**config.mk**
```make
export PLATFORM = sky130hd
export DESIGN_NAME = bounded_deque_with_traversal_core
export DESIGN_NICKNAME = d
export VERILOG_FILES = /design/src/design/bdq_pkg.sv /design/src/design/bounded_deque_with_traversal_core.sv /design/src/design/bdq_datapath.sv /design/src/design/bdq_ctrl.sv
export SDC_FILE = /design/constraint.sdc
export NUM_CORES = 1
export LEC_CHECK = 0
export ABC_CLOCK_PERIOD_IN_PS = 5900
export BUFFER_PORTS_ARGS = -buffer_cell sky130_fd_sc_hd__buf_2
export CORE_MARGIN = 3
export CORE_UTILIZATION = 45
export CTS_BUF_LIST = sky130_fd_sc_hd__clkbuf_16
export CTS_CLUSTER_SIZE = 8
export DETAILED_ROUTE_END_ITERATION = 6
export PLACE_DENSITY_LB_ADDON = 0.2
export REMOVE_ABC_BUFFERS = 1
export SLEW_MARGIN = 20
export SYNTH_ARGS = -nofsm -noshare
export SYNTH_HDL_FRONTEND = slang
export SYNTH_SLANG_ARGS = --single-unit
```
**constraint.sdc**
```tcl
create_clock -name clock -period 5.9 [get_ports clock]
set_clock_uncertainty 0.15 [all_clocks]
set_input_delay 0.59 -clock clock [delete_from_list [all_inputs] [get_ports clock]]
set_output_delay 0.59 -clock clock [all_outputs]
set_load 0.01 [all_outputs]
```
**src/design/bdq_pkg.sv**
```systemverilog
// Shared types and constants for the bounded deque core.
// Used by the controller, the datapath, the top level and the port checker.
package bdq_pkg;

   localparam int DEFAULT_CAPACITY = 16;
   localparam int DATA_W           = 32;
   localparam int OP_W             = 3;
   localparam int STATUS_W         = 2;

   typedef enum logic [OP_W-1:0] {
      OP_PUSH_FRONT = 3'd0,
      OP_PUSH_BACK  = 3'd1,
      OP_POP_FRONT  = 3'd2,
      OP_POP_BACK   = 3'd3,
      OP_SET_FRONT  = 3'd4,
      OP_SET_BACK   = 3'd5,
      OP_TRAVERSE   = 3'd6
   } op_type;

   typedef enum logic [STATUS_W-1:0] {
      STAT_DONE  = 2'd0,
      STAT_ELEM  = 2'd1,
      STAT_EMPTY = 2'd2,
      STAT_FULL  = 2'd3
   } status_type;

   typedef enum logic [3:0] {
      CMD_NONE,
      CMD_PUSH_FRONT,
      CMD_PUSH_BACK,
      CMD_POP_FRONT,
      CMD_POP_BACK,
      CMD_SET_FRONT,
      CMD_SET_BACK,
      CMD_TRAV_START,
      CMD_TRAV_STEP
   } cmd_kind_type;

   typedef struct packed {
      cmd_kind_type kind;
   } cmd_type;

   typedef struct packed {
      logic empty;
      logic full;
      logic trav_last;
   } dp_status_type;

endpackage

```
**src/design/bounded_deque_with_traversal_core.sv**
```systemverilog
// Top level of the bounded deque core: controller plus ring datapath.
// Depends on bdq_pkg, bdq_ctrl and bdq_datapath.
//
//   channel  | ports                                   | handshake
//   ---------+-----------------------------------------+------------------------
//   request  | start, busy, req_op, req_value          | taken when start & !busy
//   result   | rsp_strobe, rsp_status, rsp_element,    | one cycle per strobe,
//            | rsp_last                                | no back-pressure
//
// Push, pop and set: the result strobes the cycle after the item is taken.
// Traverse holds busy until its final entry; the single read port of the entry
// memory delivers one entry per cycle, front to back, with rsp_last on the final one.
// Synchronous reset empties the queue; entry contents are left as they are.
// The receiver cannot stall; results are never held.
module bounded_deque_with_traversal_core #(
   parameter int CAPACITY = bdq_pkg::DEFAULT_CAPACITY
) (
   input  logic                               clock,
   input  logic                               reset,
   input  logic                               start,
   output logic                               busy,
   input  logic [bdq_pkg::OP_W-1:0]           req_op,
   input  logic signed [bdq_pkg::DATA_W-1:0]  req_value,
   output logic                               rsp_strobe,
   output logic [bdq_pkg::STATUS_W-1:0]       rsp_status,
   output logic signed [bdq_pkg::DATA_W-1:0]  rsp_element,
   output logic                               rsp_last
);
   import bdq_pkg::*;

   cmd_type       cmd;
   dp_status_type dp_status;

   bdq_ctrl u_ctrl (
      .clock      (clock),
      .reset      (reset),
      .start      (start),
      .op         (req_op),
      .dp_status  (dp_status),
      .cmd        (cmd),
      .busy       (busy),
      .rsp_strobe (rsp_strobe),
      .rsp_status (rsp_status),
      .rsp_last   (rsp_last)
   );

   bdq_datapath #(
      .CAPACITY (CAPACITY)
   ) u_datapath (
      .clock   (clock),
      .reset   (reset),
      .cmd     (cmd),
      .value   (req_value),
      .status  (dp_status),
      .element (rsp_element)
   );

endmodule

```
**src/design/bdq_datapath.sv**
```systemverilog
// Datapath: ring of entries, front pointer, occupancy and traverse walker.
// Depends on bdq_pkg; driven by bdq_ctrl commands.
module bdq_datapath #(
   parameter int CAPACITY = bdq_pkg::DEFAULT_CAPACITY
) (
   input  logic                         clock,
   input  logic                         reset,
   input  bdq_pkg::cmd_type             cmd,
   input  logic signed [bdq_pkg::DATA_W-1:0] value,
   output bdq_pkg::dp_status_type       status,
   output logic signed [bdq_pkg::DATA_W-1:0] element
);
   import bdq_pkg::*;

   localparam int IDX_W = (CAPACITY > 1) ? $clog2(CAPACITY) : 1;
   localparam int CNT_W = $clog2(CAPACITY + 1);
   localparam int SUM_W = CNT_W + 1;

   logic [DATA_W-1:0] mem [CAPACITY];

   logic [IDX_W-1:0]  front_ff, front_in;
   logic [CNT_W-1:0]  occ_ff, occ_in;
   logic [IDX_W-1:0]  pos_ff, pos_in;
   logic [IDX_W-1:0]  cnt_ff, cnt_in;
   logic [DATA_W-1:0] rdata_ff;
   logic [DATA_W-1:0] elem_ff, elem_in;

   logic [IDX_W-1:0]  front_dec, front_inc, pos_inc;
   logic [SUM_W-1:0]  tail_sum, back_sum;
   logic [IDX_W-1:0]  tail_pos, back_pos;
   logic [IDX_W-1:0]  wr_addr, rd_addr;
   logic              wr_en;

   assign front_dec = (front_ff == '0) ? IDX_W'(CAPACITY - 1) : front_ff - 1'b1;
   assign front_inc = (front_ff == IDX_W'(CAPACITY - 1)) ? '0 : front_ff + 1'b1;
   assign pos_inc   = (pos_ff == IDX_W'(CAPACITY - 1)) ? '0 : pos_ff + 1'b1;

   assign tail_sum = SUM_W'(front_ff) + SUM_W'(occ_ff);
   assign back_sum = tail_sum - 1'b1;
   assign tail_pos = (tail_sum >= SUM_W'(CAPACITY)) ? IDX_W'(tail_sum - SUM_W'(CAPACITY))
                                                    : IDX_W'(tail_sum);
   assign back_pos = (back_sum >= SUM_W'(CAPACITY)) ? IDX_W'(back_sum - SUM_W'(CAPACITY))
                                                    : IDX_W'(back_sum);

   assign status.empty     = (occ_ff == '0);
   assign status.full      = (occ_ff >= CNT_W'(CAPACITY));
   assign status.trav_last = ((CNT_W'(cnt_ff) + 1'b1) == occ_ff);

   always_comb begin
      front_in = front_ff;
      occ_in   = occ_ff;
      pos_in   = pos_ff;
      cnt_in   = cnt_ff;
      elem_in  = '0;
      wr_en    = 1'b0;
      wr_addr  = front_ff;
      rd_addr  = pos_ff;
      case (cmd.kind)
         CMD_PUSH_FRONT: begin
            front_in = front_dec;
            occ_in   = occ_ff + 1'b1;
            wr_en    = 1'b1;
            wr_addr  = front_dec;
         end
         CMD_PUSH_BACK: begin
            occ_in  = occ_ff + 1'b1;
            wr_en   = 1'b1;
            wr_addr = tail_pos;
         end
         CMD_POP_FRONT: begin
            front_in = front_inc;
            occ_in   = occ_ff - 1'b1;
         end
         CMD_POP_BACK: begin
            occ_in = occ_ff - 1'b1;
         end
         CMD_SET_FRONT: begin
            wr_en   = 1'b1;
            wr_addr = front_ff;
         end
         CMD_SET_BACK: begin
            wr_en   = 1'b1;
            wr_addr = back_pos;
         end
         CMD_TRAV_START: begin
            rd_addr = front_ff;
            pos_in  = front_inc;
            cnt_in  = '0;
         end
         CMD_TRAV_STEP: begin
            elem_in = rdata_ff;
            pos_in  = pos_inc;
            cnt_in  = cnt_ff + 1'b1;
         end
         default: begin
         end
      endcase
   end

   always_ff @(posedge clock) begin
      if (wr_en) begin
         mem[wr_addr] <= value;
      end
      rdata_ff <= mem[rd_addr];
   end

   always_ff @(posedge clock) begin
      if (reset) begin
         front_ff <= '0;
         occ_ff   <= '0;
      end else begin
         front_ff <= front_in;
         occ_ff   <= occ_in;
      end
      pos_ff  <= pos_in;
      cnt_ff  <= cnt_in;
      elem_ff <= elem_in;
   end

   assign element = elem_ff;

endmodule

```
**src/design/bdq_ctrl.sv**
```systemverilog
// Controller: decodes requests, sequences traverse, registers the result strobe.
// Depends on bdq_pkg; commands bdq_datapath.
module bdq_ctrl (
   input  logic                          clock,
   input  logic                          reset,
   input  logic                          start,
   input  logic [bdq_pkg::OP_W-1:0]      op,
   input  bdq_pkg::dp_status_type        dp_status,
   output bdq_pkg::cmd_type              cmd,
   output logic                          busy,
   output logic                          rsp_strobe,
   output logic [bdq_pkg::STATUS_W-1:0]  rsp_status,
   output logic                          rsp_last
);
   import bdq_pkg::*;

   typedef enum logic {
      S_IDLE,
      S_TRAV
   } state_type;

   state_type  state_ff, state_in;
   logic       strobe_ff, strobe_in;
   status_type status_ff, status_in;
   logic       last_ff, last_in;

   always_comb begin
      state_in  = state_ff;
      strobe_in = 1'b0;
      status_in = status_ff;
      last_in   = last_ff;
      cmd.kind  = CMD_NONE;
      case (state_ff)
         S_IDLE: begin
            if (start) begin
               strobe_in = 1'b1;
               last_in   = 1'b1;
               status_in = STAT_DONE;
               case (op)
                  OP_PUSH_FRONT: begin
                     if (dp_status.full) status_in = STAT_FULL;
                     else cmd.kind = CMD_PUSH_FRONT;
                  end
                  OP_PUSH_BACK: begin
                     if (dp_status.full) status_in = STAT_FULL;
                     else cmd.kind = CMD_PUSH_BACK;
                  end
                  OP_POP_FRONT: begin
                     if (dp_status.empty) status_in = STAT_EMPTY;
                     else cmd.kind = CMD_POP_FRONT;
                  end
                  OP_POP_BACK: begin
                     if (dp_status.empty) status_in = STAT_EMPTY;
                     else cmd.kind = CMD_POP_BACK;
                  end
                  OP_SET_FRONT: begin
                     if (dp_status.empty) status_in = STAT_EMPTY;
                     else cmd.kind = CMD_SET_FRONT;
                  end
                  OP_SET_BACK: begin
                     if (dp_status.empty) status_in = STAT_EMPTY;
                     else cmd.kind = CMD_SET_BACK;
                  end
                  OP_TRAVERSE: begin
                     if (dp_status.empty) begin
                        status_in = STAT_EMPTY;
                     end else begin
                        strobe_in = 1'b0;
                        cmd.kind  = CMD_TRAV_START;
                        state_in  = S_TRAV;
                     end
                  end
                  default: begin
                     strobe_in = 1'b0;
                  end
               endcase
            end
         end
         S_TRAV: begin
            cmd.kind  = CMD_TRAV_STEP;
            strobe_in = 1'b1;
            status_in = STAT_ELEM;
            last_in   = dp_status.trav_last;
            if (dp_status.trav_last) state_in = S_IDLE;
         end
         default: begin
            state_in = S_IDLE;
         end
      endcase
   end

   always_ff @(posedge clock) begin
      if (reset) begin
         state_ff  <= S_IDLE;
         strobe_ff <= 1'b0;
      end else begin
         state_ff  <= state_in;
         strobe_ff <= strobe_in;
      end
      status_ff <= status_in;
      last_ff   <= last_in;
   end

   assign busy       = (state_ff != S_IDLE);
   assign rsp_strobe = strobe_ff;
   assign rsp_status = status_ff;
   assign rsp_last   = last_ff;

endmodule

```
==> impl_metrics.py, run 1 <==
metrics = {
    "outcome": {
        "status": "completed",
    },
    "placement": {
        "placed_area_um2": 24720,
        "place_congestion": 0.7978,
        "io_buffer_count": 74,
        "dpl.hpwl_um": 26770,
    },
    "worst_setup_path": {
        "worst_setup_path_end_kind": "flip-flop",
        "path_class": "reg -> reg",
        "path_delay_family": "simple AND/OR/NAND/NOR gates",
        "crit_slowest_cell": "nor3_2",
        "critPathRequiredTime_ns": 6.03,
        "arrival_ns": 4.49,
        "worstPathBufferInverterCount": 2,
        "worst-path-max-fanout": 26,
        "crit_chain": "clkinv_1 > ha_1 > o21bai_1 > a21oi_1 > a41oi_1 > and3_1 > or3_1 > nor3_2 > buf_12",
        "cpPeakStageDelay_ns": 0.80,
        "start_kind": "flip-flop",
    },
    "logic_synthesis": {
        "synth_most_common_cell": "edfxtp_1",
        "synth_mux_area_frac": 0.1277,
        "ys_ff_latch": 598,
        "synth_top_family_by_area": "multiplexers",
        "synth_compound_area_frac": 0.06133,
        "synthSimpleGateAreaFrac": 0.04282,
        "synth_edf_count": 523,
        "synth_flop_cell": "edfxtp_1",
        "ys_seq_area_frac": 0.7334,
        "netlist.top_cell.by_area": "edfxtp_1",
        "postSynthCellCount": 1339,
        "synth_area_per_cell_um2": 17.52,
        "syn-cell-area_um2": 23460,
        "synth_top_area_share": 0.6694,
        "synthAdderAreaFrac": 0.008106,
        "yosysWarnings": 0,
        "postSynth.asyncResetShare": 0,
        "synthTopCellsByArea": "edfxtp_1, mux2_2, dfxtp_1",
        "yosysUniqueCellTypes": 64,
        "synthTopCellsByCount": "edfxtp_1, mux2_2, a22oi_1",
        "synth-xor-area-share": 0.005813,
    },
    "pwr": {
        "power_mw": 10.55,
        "p_per_area_nw_per_um2": 388.0,
        "vdd_ir_drop_max_uv": 297.4,
        "p_leak_nw": 9.369,
    },
    "finish": {
        "syn2layout_area_growth_pct": 15.86,
        "final_design_area_no_fill_um2": 27180,
        "final_nets": 1517,
        "utilization": 0.5288,
        "fillCellCount": 4146,
        "multiInputGateArea_um2": 5911,
        "drive_gt1_frac": 0.3259,
        "seqCellArea_um2": 17210,
    },
    "flow_run": {
        "drv_cap": 0,
    },
    "clock_network": {
        "cts_tree": "built",
        "clkTransAtPathRegs_ns": 0.05,
        "cts_setup_buffers": 0,
        "clockRootBuffer": "clkbuf_16",
        "cts_hold_buf": 0,
        "cts_sinks": 598,
        "htree_levels": 3,
        "clockBufferDepth": 3,
        "cts_buffers": 84,
        "cts_resized": 0,
        "insertion_delay_ns": 0.62,
    },
    "global_route": {
        "grt_pass1_wl_um": 80150,
        "grt.busiest_layer": "met2",
        "grt_pass1_vias": 12436,
        "use_met1": 0.2699,
        "grt_max_degree": 98,
        "overflow": 0,
        "grt.met3_usage": 0.03875,
        "grt_util_met2": 0.3249,
        "antenna_found_initial": 5,
        "grt_util_all_layers": 0.1985,
    },
    "sta": {
        "setup_viol": 0,
        "tns_ns": 0,
        "hold_viol": 0,
        "finalCritPeriodShare": 0.7384,
        "whs_ns": 0.1731,
        "fmax_mhz": 229.5,
        "rsz0062_at_grt": "no",
        "drv_slew": 0,
        "tightest_slew_ns": 0.8949,
        "period_minus_slack_ns": 4.357,
        "relSlewSlack": 0.4002,
    },
    "die": {
        "num_io_pins": 75,
        "dieArea_um2": 54920,
        "core_um2": 51410,
        "initial_core_util": 0.4564,
        "num_rows": 83,
        "fp.dieH_um": 234.3,
        "dieWidth_um": 234.3,
    },
    "routing": {
        "vias_per_cell": 5.600,
        "wire_per_inst_um": 24.31,
        "drtPass1Iterations": 7,
        "drc": 0,
        "ant_nets": 0,
        "drt_iter0_drc": 1043,
        "finalWirelength_um": 53880,
        "vias": 12409,
    },
    "hold_path": {
        "min_path_type": "in -> reg",
    },
}
## sequential cells by signal, summed over array words and instances, names as in the netlist
register	flops
u_datapath.occ_ff	5
u_ctrl.busy	1
u_datapath.mem	512
u_datapath.rdata_ff	32
u_ctrl.rsp_strobe	1
u_datapath.element	32
u_ctrl.rsp_status	2
u_datapath.pos_ff	4
u_datapath.cnt_ff	4
u_ctrl.rsp_last	1
u_datapath.front_ff	4
## per-stage QoR
stage / instances / setup slack [ns]
floorplan: 1267 / -1.475
global placement: 2059 / 1.756
detailed placement: 2059 / 1.589
CTS: 2214 / 1.531
global route: 2215 / 1.364
finish: 2216 / 1.543
## power by group
| part | internal (mW) | switching (mW) |
|---|---|---|
| clock | 2.63 | 1.72 |
| sequential | 4.86 | 0.114 |
| combinational | 0.487 | 0.731 |
| total | 7.98 | 2.57 |
## placed cells by master (no fill, tap or decap), drive strengths merged, types with 4 or more instances in the layout
cell,Yosys,routed
a21oi,15,15
nor2b,7,7
o21ai,11,11
nand2b,8,8
a22oi,130,130
a211oi,4,4
nand4,34,34
inv,10,78
nor2,18,18
mux2i,4,4
buf,48,112
nand2,13,13
nand3,8,8
o41ai,10,10
xor2,5,5
edfxtp,523,523
clkbuf,24,87
xnor2,8,8
ha,12,12
dfxtp,75,75
nor3b,4,4
nor3,22,22
mux2,261,261
and2,36,36
## routing by layer
| layer | part of all wire | wire length, um |
|---|---|---|
| met5 | 0.00067 | 36 |
| met4 | 0.020 | 1066 |
| met3 | 0.052 | 2824 |
| met2 | 0.49 | 26180 |
| met1 | 0.44 | 23780 |
## final timing paths
| kind | start | to | slack (ns) | cells after the start |
|---|---|---|---|---|
| hold reg to reg | u_datapath.rdata_ff[3] | u_datapath.element[3] | 0.28 | 1 |
| hold / removal | start | u_ctrl.rsp_strobe | 0.17 | 3 |
| setup / recovery | u_datapath.front_ff[0] | u_datapath.mem[2][16] | 1.54 | 9 |
| setup reg to reg | u_datapath.front_ff[0] | u_datapath.mem[2][16] | 1.54 | 9 |
## worst register-to-register path, cell delays in order, from the launching register on
cell and delay [ns]:
dfxtp_1 0.66, clkinv_1 0.48, ha_1 0.38, o21bai_1 0.17
a21oi_1 0.20, a41oi_1 0.08, and3_1 0.25, or3_1 0.49
nor3_2 0.80, buf_12 0.33
## final cells by class
type                       instances  area share
antenna                            2   0.0001841
clock buffer                      87     0.08008
clock inverter                    68     0.01054
tap                              680     0.03130
timing repair buffer             112     0.02596
sequential                       598      0.6330
multi-input combinational        658      0.2174
inverter                          11    0.001519
## kinds of logic after synthesis
family,after synthesis
flip-flops,598
multiplexers,265
AO/OA/AOI/OAI,194
AND/OR/NAND/NOR,171
buffers and inverters,83
XOR/XNOR,14
adder cells (fa/ha/maj),14
Power figures use the tool's default switching activity.
==> run 2: changes to the inputs <==
ABC_AREA = 1   (was default)
ABC_CLOCK_PERIOD_IN_PS = 4500   (was 5900)
clock period = 4.5 ns   (was 5.9 ns; I/O delays follow)
==> run 2 against run 1 <==
Synthesized area rose by 11%; setup slack worse by 0.83 ns; final cell count is 56% higher; sequential power grew 33%; register-to-register slack got worse by 0.83 ns; die area grew 10%; routed wire length is 25% higher; non-clock buffer count rose by 2; synthesized cell count is 91% higher; critical path type unchanged; largest cell class unchanged.
==> impl_metrics.py, run 2 <==
metrics = {
    "clock_network": {
        "clkTransAtPathRegs_ns": 0.05,
        "cts_tree": "built",
        "htree_levels": 3,
        "cts_buffers": 85,
        "cts_sinks": 598,
        "clockBufferDepth": 3,
        "clockRootBuffer": "clkbuf_16",
        "cts_setup_buffers": 0,
        "insertion_delay_ns": 0.61,
    },
    "global_route": {
        "antenna_found_initial": 2,
        "grt_pass1_wl_um": 103800,
        "grt_pass1_vias": 17497,
        "grt_util_all_layers": 0.2261,
        "grt_max_degree": 113,
        "overflow": 0,
    },
    "logic_synthesis": {
        "synthTopCellsByArea": "edfxtp_1, nand3_1, inv_1",
        "postSynth.asyncResetShare": 0,
        "yosysUniqueCellTypes": 35,
        "ys_seq_area_frac": 0.6635,
        "yosysWarnings": 0,
        "synth_top_area_share": 0.6056,
        "synth_flop_cell": "edfxtp_1",
        "synth_most_common_cell": "nand3_1",
        "syn-cell-area_um2": 25930,
        "synth_edf_count": 523,
        "ys_ff_latch": 598,
        "synth_area_per_cell_um2": 10.15,
        "postSynthCellCount": 2556,
        "netlist.top_cell.by_area": "edfxtp_1",
        "synthTopCellsByCount": "nand3_1, inv_1, edfxtp_1",
    },
    "placement": {
        "io_buffer_count": 74,
        "placed_cells": 3301,
        "place_congestion": 0.8098,
        "placed_area_um2": 27290,
        "dpl.hpwl_um": 39100,
    },
    "routing": {
        "vias": 17835,
        "wire_per_inst_um": 19.51,
        "drt_iter0_drc": 1719,
        "drc": 0,
        "finalWirelength_um": 67540,
        "drtPass1Iterations": 5,
        "vias_per_cell": 5.152,
        "ant_nets": 0,
    },
    "worst_setup_path": {
        "path_class": "reg -> reg",
        "reg2regPathDepth": 12,
        "cpPeakStageDelay_ns": 0.51,
        "start_kind": "flip-flop",
        "worst-path-max-fanout": 19,
        "regToRegSetupSlack_ns": 0.71,
        "worst_r2r_startpoint": "u_datapath.front_ff[0]",
        "crit_chain": "ha_1 > inv_1 > fa_1 > or2_2 > nand2_1 > xnor2_1 > nand3b_1 > nand3_1 > nor2_1 > nand2_1 > nor2_4 > buf_4",
        "worstPathBufferInverterCount": 2,
        "crit_slowest_cell": "nor2_4",
        "arrival_ns": 3.92,
        "critPathRequiredTime_ns": 4.63,
        "worstSetupStartpoint": "u_datapath.front_ff[0]",
        "timing.critical_path.mode_cell": "nand2_1",
        "worst_setup_path_end_kind": "flip-flop",
        "r2r-end": "u_datapath.mem[1][27]",
        "path_delay_family": "simple AND/OR/NAND/NOR gates",
    },
    "finish": {
        "final_common_cell": "inv_1",
        "utilization": 0.5251,
        "syn2layout_area_growth_pct": 14.84,
        "final_nets": 2685,
        "layoutNonFillerInstCount": 3462,
        "final_design_area_no_fill_um2": 29780,
        "largest_reg_flops": 512,
        "layout_common_cells": "inv_1, nand3_1, edfxtp_1",
        "drive_gt1_frac": 0.09135,
        "regMostFlops": "u_datapath.mem",
    },
    "sta": {
        "whs_ns": 0.1033,
        "relSlewSlack": 0.3896,
        "rsz0062_at_grt": "no",
        "hold_viol": 0,
        "fmax_mhz": 263.9,
        "period_minus_slack_ns": 3.790,
        "finalCritPeriodShare": 0.8422,
        "tightest_slew_ns": 0.9156,
        "drv_slew": 0,
        "setup_viol": 0,
    },
    "hold_path": {
        "hold_end": "u_datapath.mem[15][24]",
        "min_path_type": "in -> reg",
        "hold_start": "req_value[24]",
        "min_path_cells": 1,
    },
    "die": {
        "dieWidth_um": 246.1,
        "initial_core_util": 0.4573,
        "num_rows": 87,
        "fp.dieH_um": 246.1,
        "num_io_pins": 75,
        "core_um2": 56710,
        "dieArea_um2": 60540,
    },
    "outcome": {
        "status": "completed",
    },
    "pwr": {
        "p_leak_nw": 13.37,
        "vdd_ir_drop_max_uv": 245.9,
        "power_mw": 14.80,
        "p_per_area_nw_per_um2": 496.9,
    },
    "flow_run": {
        "drv_cap": 0,
    },
}
-- run 2: power by group --
group	internal, mW	total, mW	switching, mW	leakage [nW]
clock	3.46	5.77	2.31	1.44
sequential	6.47	6.60	0.139	5.33
combinational	0.683	2.42	1.74	6.60
total	10.6	14.8	4.19	13.4
-- run 2: worst max-delay path by stage --
stage	endpoint	slack [ns]	depth (start not counted)
6_report	u_datapath.mem[1][27]	0.71	12
5_1_grt	u_datapath.mem[1][27]	0.50	12
4_1_cts	u_datapath.mem[1][27]	0.71	12
3_5_place_dp	u_datapath.mem[1][29]	0.76	12
3_3_place_gp	u_datapath.mem[1][29]	0.76	12
2_1_floorplan	u_datapath.rdata_ff[0]	-2.43	7
-- run 2: per-layer routing --
metal / vias to the layer above / global-route usage / part of all wire
met1: 8654 / 0.3161 / 0.44
li1: 8476 / - / -
met5: - / 0 / 0.00010
met2: 594 / 0.3586 / 0.46
met4: 2 / 0.07468 / 0.022
met3: 109 / 0.04060 / 0.073
-- run 2: timing repair --
item,CTS,global route
endpoints found under the hold margin,4,0
hold buffers,1,0
resized for setup,0,0
-- run 2: stage by stage --
stage / TNS, ns / setup slack [ns]
finish: 0 / 0.7101
global route: 0 / 0.4988
CTS: 0 / 0.7132
detailed placement: 0 / 0.7565
global placement: 0 / 0.7634
floorplan: -77.74 / -2.429
-- run 2: worst register-to-register path, stage by stage, from the launching register on --
cell	delay, ns
dfxtp_1	0.48
ha_1	0.21
inv_1	0.06
fa_1	0.42
or2_2	0.29
nand2_1	0.10
xnor2_1	0.12
nand3b_1	0.15
nand3_1	0.09
nor2_1	0.18
nand2_1	0.32
nor2_4	0.51
buf_4	0.37
-- run 2: layout make-up --
class,instances,area (um2)
fill,4925,26930
sequential,598,17210
multi-input combinational,1246,6081
clock buffer,87,2177
antenna,2,5.005
tap,756,945.9
timing repair buffer,114,860.8
clock inverter,71,296.5
inverter,588,2207
-- run 2: cells by family after synthesis --
kind of cell,synth area share
buf+inv,0.1094
compound gates,0.007189
simple gates,0.2075
fa+ha+maj,0.007334
xor+xnor,0.005066
flops,0.6635
==> run 3: changes to the inputs <==
ABC_CLOCK_PERIOD_IN_PS = 3900   (was 4500)
clock period = 3.9 ns   (was 4.5 ns; I/O delays follow)
==> run 3 against run 2 <==
Combinational power is 14% higher; fmax increased by 11%; register-to-register slack got worse by 0.24 ns; total power grew 14%; utilization up 0.16 points; non-clock buffer count is 14 higher; clock power is 13% higher; setup slack lost 0.24 ns; final cell count up 0.14%; count of clock-buffer cells in the layout down 2; critical path depth decreased by 3; critical endpoint is now u_datapath.mem[14][8]; highest routed layer is now met4.
==> impl_metrics.py, run 3 (synthesized netlist as in run 2, its figures left out) <==
metrics = {
    "outcome": {
        "status": "completed",
    },
    "sta": {
        "setup_viol": 0,
        "period_minus_slack_ns": 3.427,
        "whs_ns": 0.03233,
        "fmax_mhz": 291.8,
        "relSlewSlack": 0.3077,
        "rsz0062_at_grt": "no",
        "finalCritPeriodShare": 0.8788,
        "tightest_slew_ns": 1.035,
        "drv_slew": 0,
        "hold_viol": 0,
    },
    "clock_network": {
        "cts_tree": "built",
        "cts_setup_buffers": 0,
        "cts_sinks": 598,
        "clkTransAtPathRegs_ns": 0.05,
        "clockBufferDepth": 3,
        "cts_buffers": 84,
        "clockRootBuffer": "clkbuf_16",
        "htree_levels": 3,
        "insertion_delay_ns": 0.61,
    },
    "worst_setup_path": {
        "timing.critical_path.mode_cell": "ha_1",
        "arrival_ns": 3.52,
        "path_delay_family": "adder cells",
        "worstPathBufferInverterCount": 2,
        "start_kind": "flip-flop",
        "worst_setup_path_end_kind": "flip-flop",
        "cpPeakStageDelay_ns": 0.60,
        "path_class": "reg -> reg",
        "crit_slowest_cell": "fa_1",
        "critPathRequiredTime_ns": 4.00,
        "crit_chain": "ha_1 > inv_1 > fa_1 > ha_1 > nand3b_1 > nand4_1 > nand3_1 > nor2_4 > buf_4",
        "worst-path-max-fanout": 24,
    },
    "flow_run": {
        "drv_cap": 0,
    },
    "global_route": {
        "grt_pass1_vias": 17301,
        "grt_max_degree": 113,
        "overflow": 0,
        "antenna_found_initial": 0,
        "grt_util_all_layers": 0.2153,
        "grt_pass1_wl_um": 99680,
    },
    "die": {
        "initial_core_util": 0.4573,
        "dieArea_um2": 60540,
        "num_io_pins": 75,
        "dieWidth_um": 246.1,
        "core_um2": 56710,
        "num_rows": 87,
        "fp.dieH_um": 246.1,
    },
    "finish": {
        "final_nets": 2698,
        "utilization": 0.5267,
        "layoutNonFillerInstCount": 3467,
        "antennaDiodeCount": 0,
        "regMostFlops": "u_datapath.mem",
        "layout_common_cells": "nand3_1, inv_1, edfxtp_1",
        "final_common_cell": "nand3_1",
        "drive_gt1_frac": 0.09406,
        "syn2layout_area_growth_pct": 15.19,
        "largest_reg_flops": 512,
    },
    "routing": {
        "drtPass1Iterations": 5,
        "drc": 0,
        "vias": 17758,
        "vias_per_cell": 5.122,
        "drt_iter0_drc": 1447,
        "finalWirelength_um": 64130,
        "ant_nets": 0,
        "wire_per_inst_um": 18.50,
    },
    "placement": {
        "dpl.hpwl_um": 34690,
        "io_buffer_count": 74,
        "placed_cells": 3311,
        "place_congestion": 0.8773,
    },
    "pwr": {
        "p_per_area_nw_per_um2": 565.3,
        "p_leak_nw": 13.41,
        "vdd_ir_drop_max_uv": 304.5,
    },
    "hold_path": {
        "min_path_type": "in -> reg",
    },
}
[run 3: changes by cell type in the layout (fill, tap and decap cells not counted), moves of 2 or more]
| cell | previous run | this run |
|---|---|---|
| buf_12 | 15 | 19 |
| clkbuf_16 | 87 | 85 |
| inv_1 | 649 | 645 |
| diode_2 | 2 | 0 |
| dlygate4sd3_1 | 1 | 5 |
| buf_4 | 24 | 30 |
[run 3: final cells by class]
class | instances | area (um2)
fill | 4962 | 26840
sequential | 598 | 17210
multi-input combinational | 1246 | 6081
inverter | 588 | 2207
clock buffer | 85 | 2127
timing repair buffer | 128 | 1026
tap | 756 | 945.9
clock inverter | 66 | 277.8
[run 3: layer usage]
metal  vias up  GRT usage  part of all wire
met1      8532     0.2954              0.44
met3       111    0.03222             0.067
met2       612     0.3502              0.47
met4         0    0.07659             0.026
met5         -          0                 0
li1       8503          -                 -
[run 3: worst paths after layout]
check,startpoint,end,slack (ns),cells past startpoint
hold reg to reg,u_datapath.rdata_ff[7],u_datapath.element[7],0.25,2
setup reg to reg,u_datapath.occ_ff[0],u_datapath.mem[14][8],0.47,9
hold / removal,req_value[15],u_datapath.mem[11][15],0.03,1
setup / recovery,u_datapath.occ_ff[0],u_datapath.mem[14][8],0.47,9
[run 3: repair_timing]
item,CTS,global route
gates resized for setup,0,0
endpoints found under the hold margin,48,0
hold buffers,5,0
[run 3: power by group]
part | leakage [nW] | total [mW] | internal, mW | switching, mW
Combinational | 6.69 | 2.75 | 0.815 | 1.93
Clock | 1.39 | 6.53 | 3.90 | 2.63
Sequential | 5.33 | 7.61 | 7.46 | 0.154
Total | 13.4 | 16.9 | 12.2 | 4.72
[run 3: stage by stage]
step	setup slack (ns)	instance area (um2)	power [mW]	TNS (ns)
floorplan	-3.029	25300	9.426	-313.23
global placement	0.5301	27420	10.43	0
detailed placement	0.4688	27420	10.47	0
CTS	0.4360	29870	17.05	0
global route	0.2419	29870	17.66	0
finish	0.4728	29870	16.89	0
[run 3: worst reg2reg max path: stages, from the launching register on]
cell      delay, ns
dfxtp_1        0.49
ha_1           0.20
inv_1          0.06
fa_1           0.60
ha_1           0.25
nand3b_1       0.19
nand4_1        0.15
nand3_1        0.33
nor2_4         0.20
buf_4          0.43
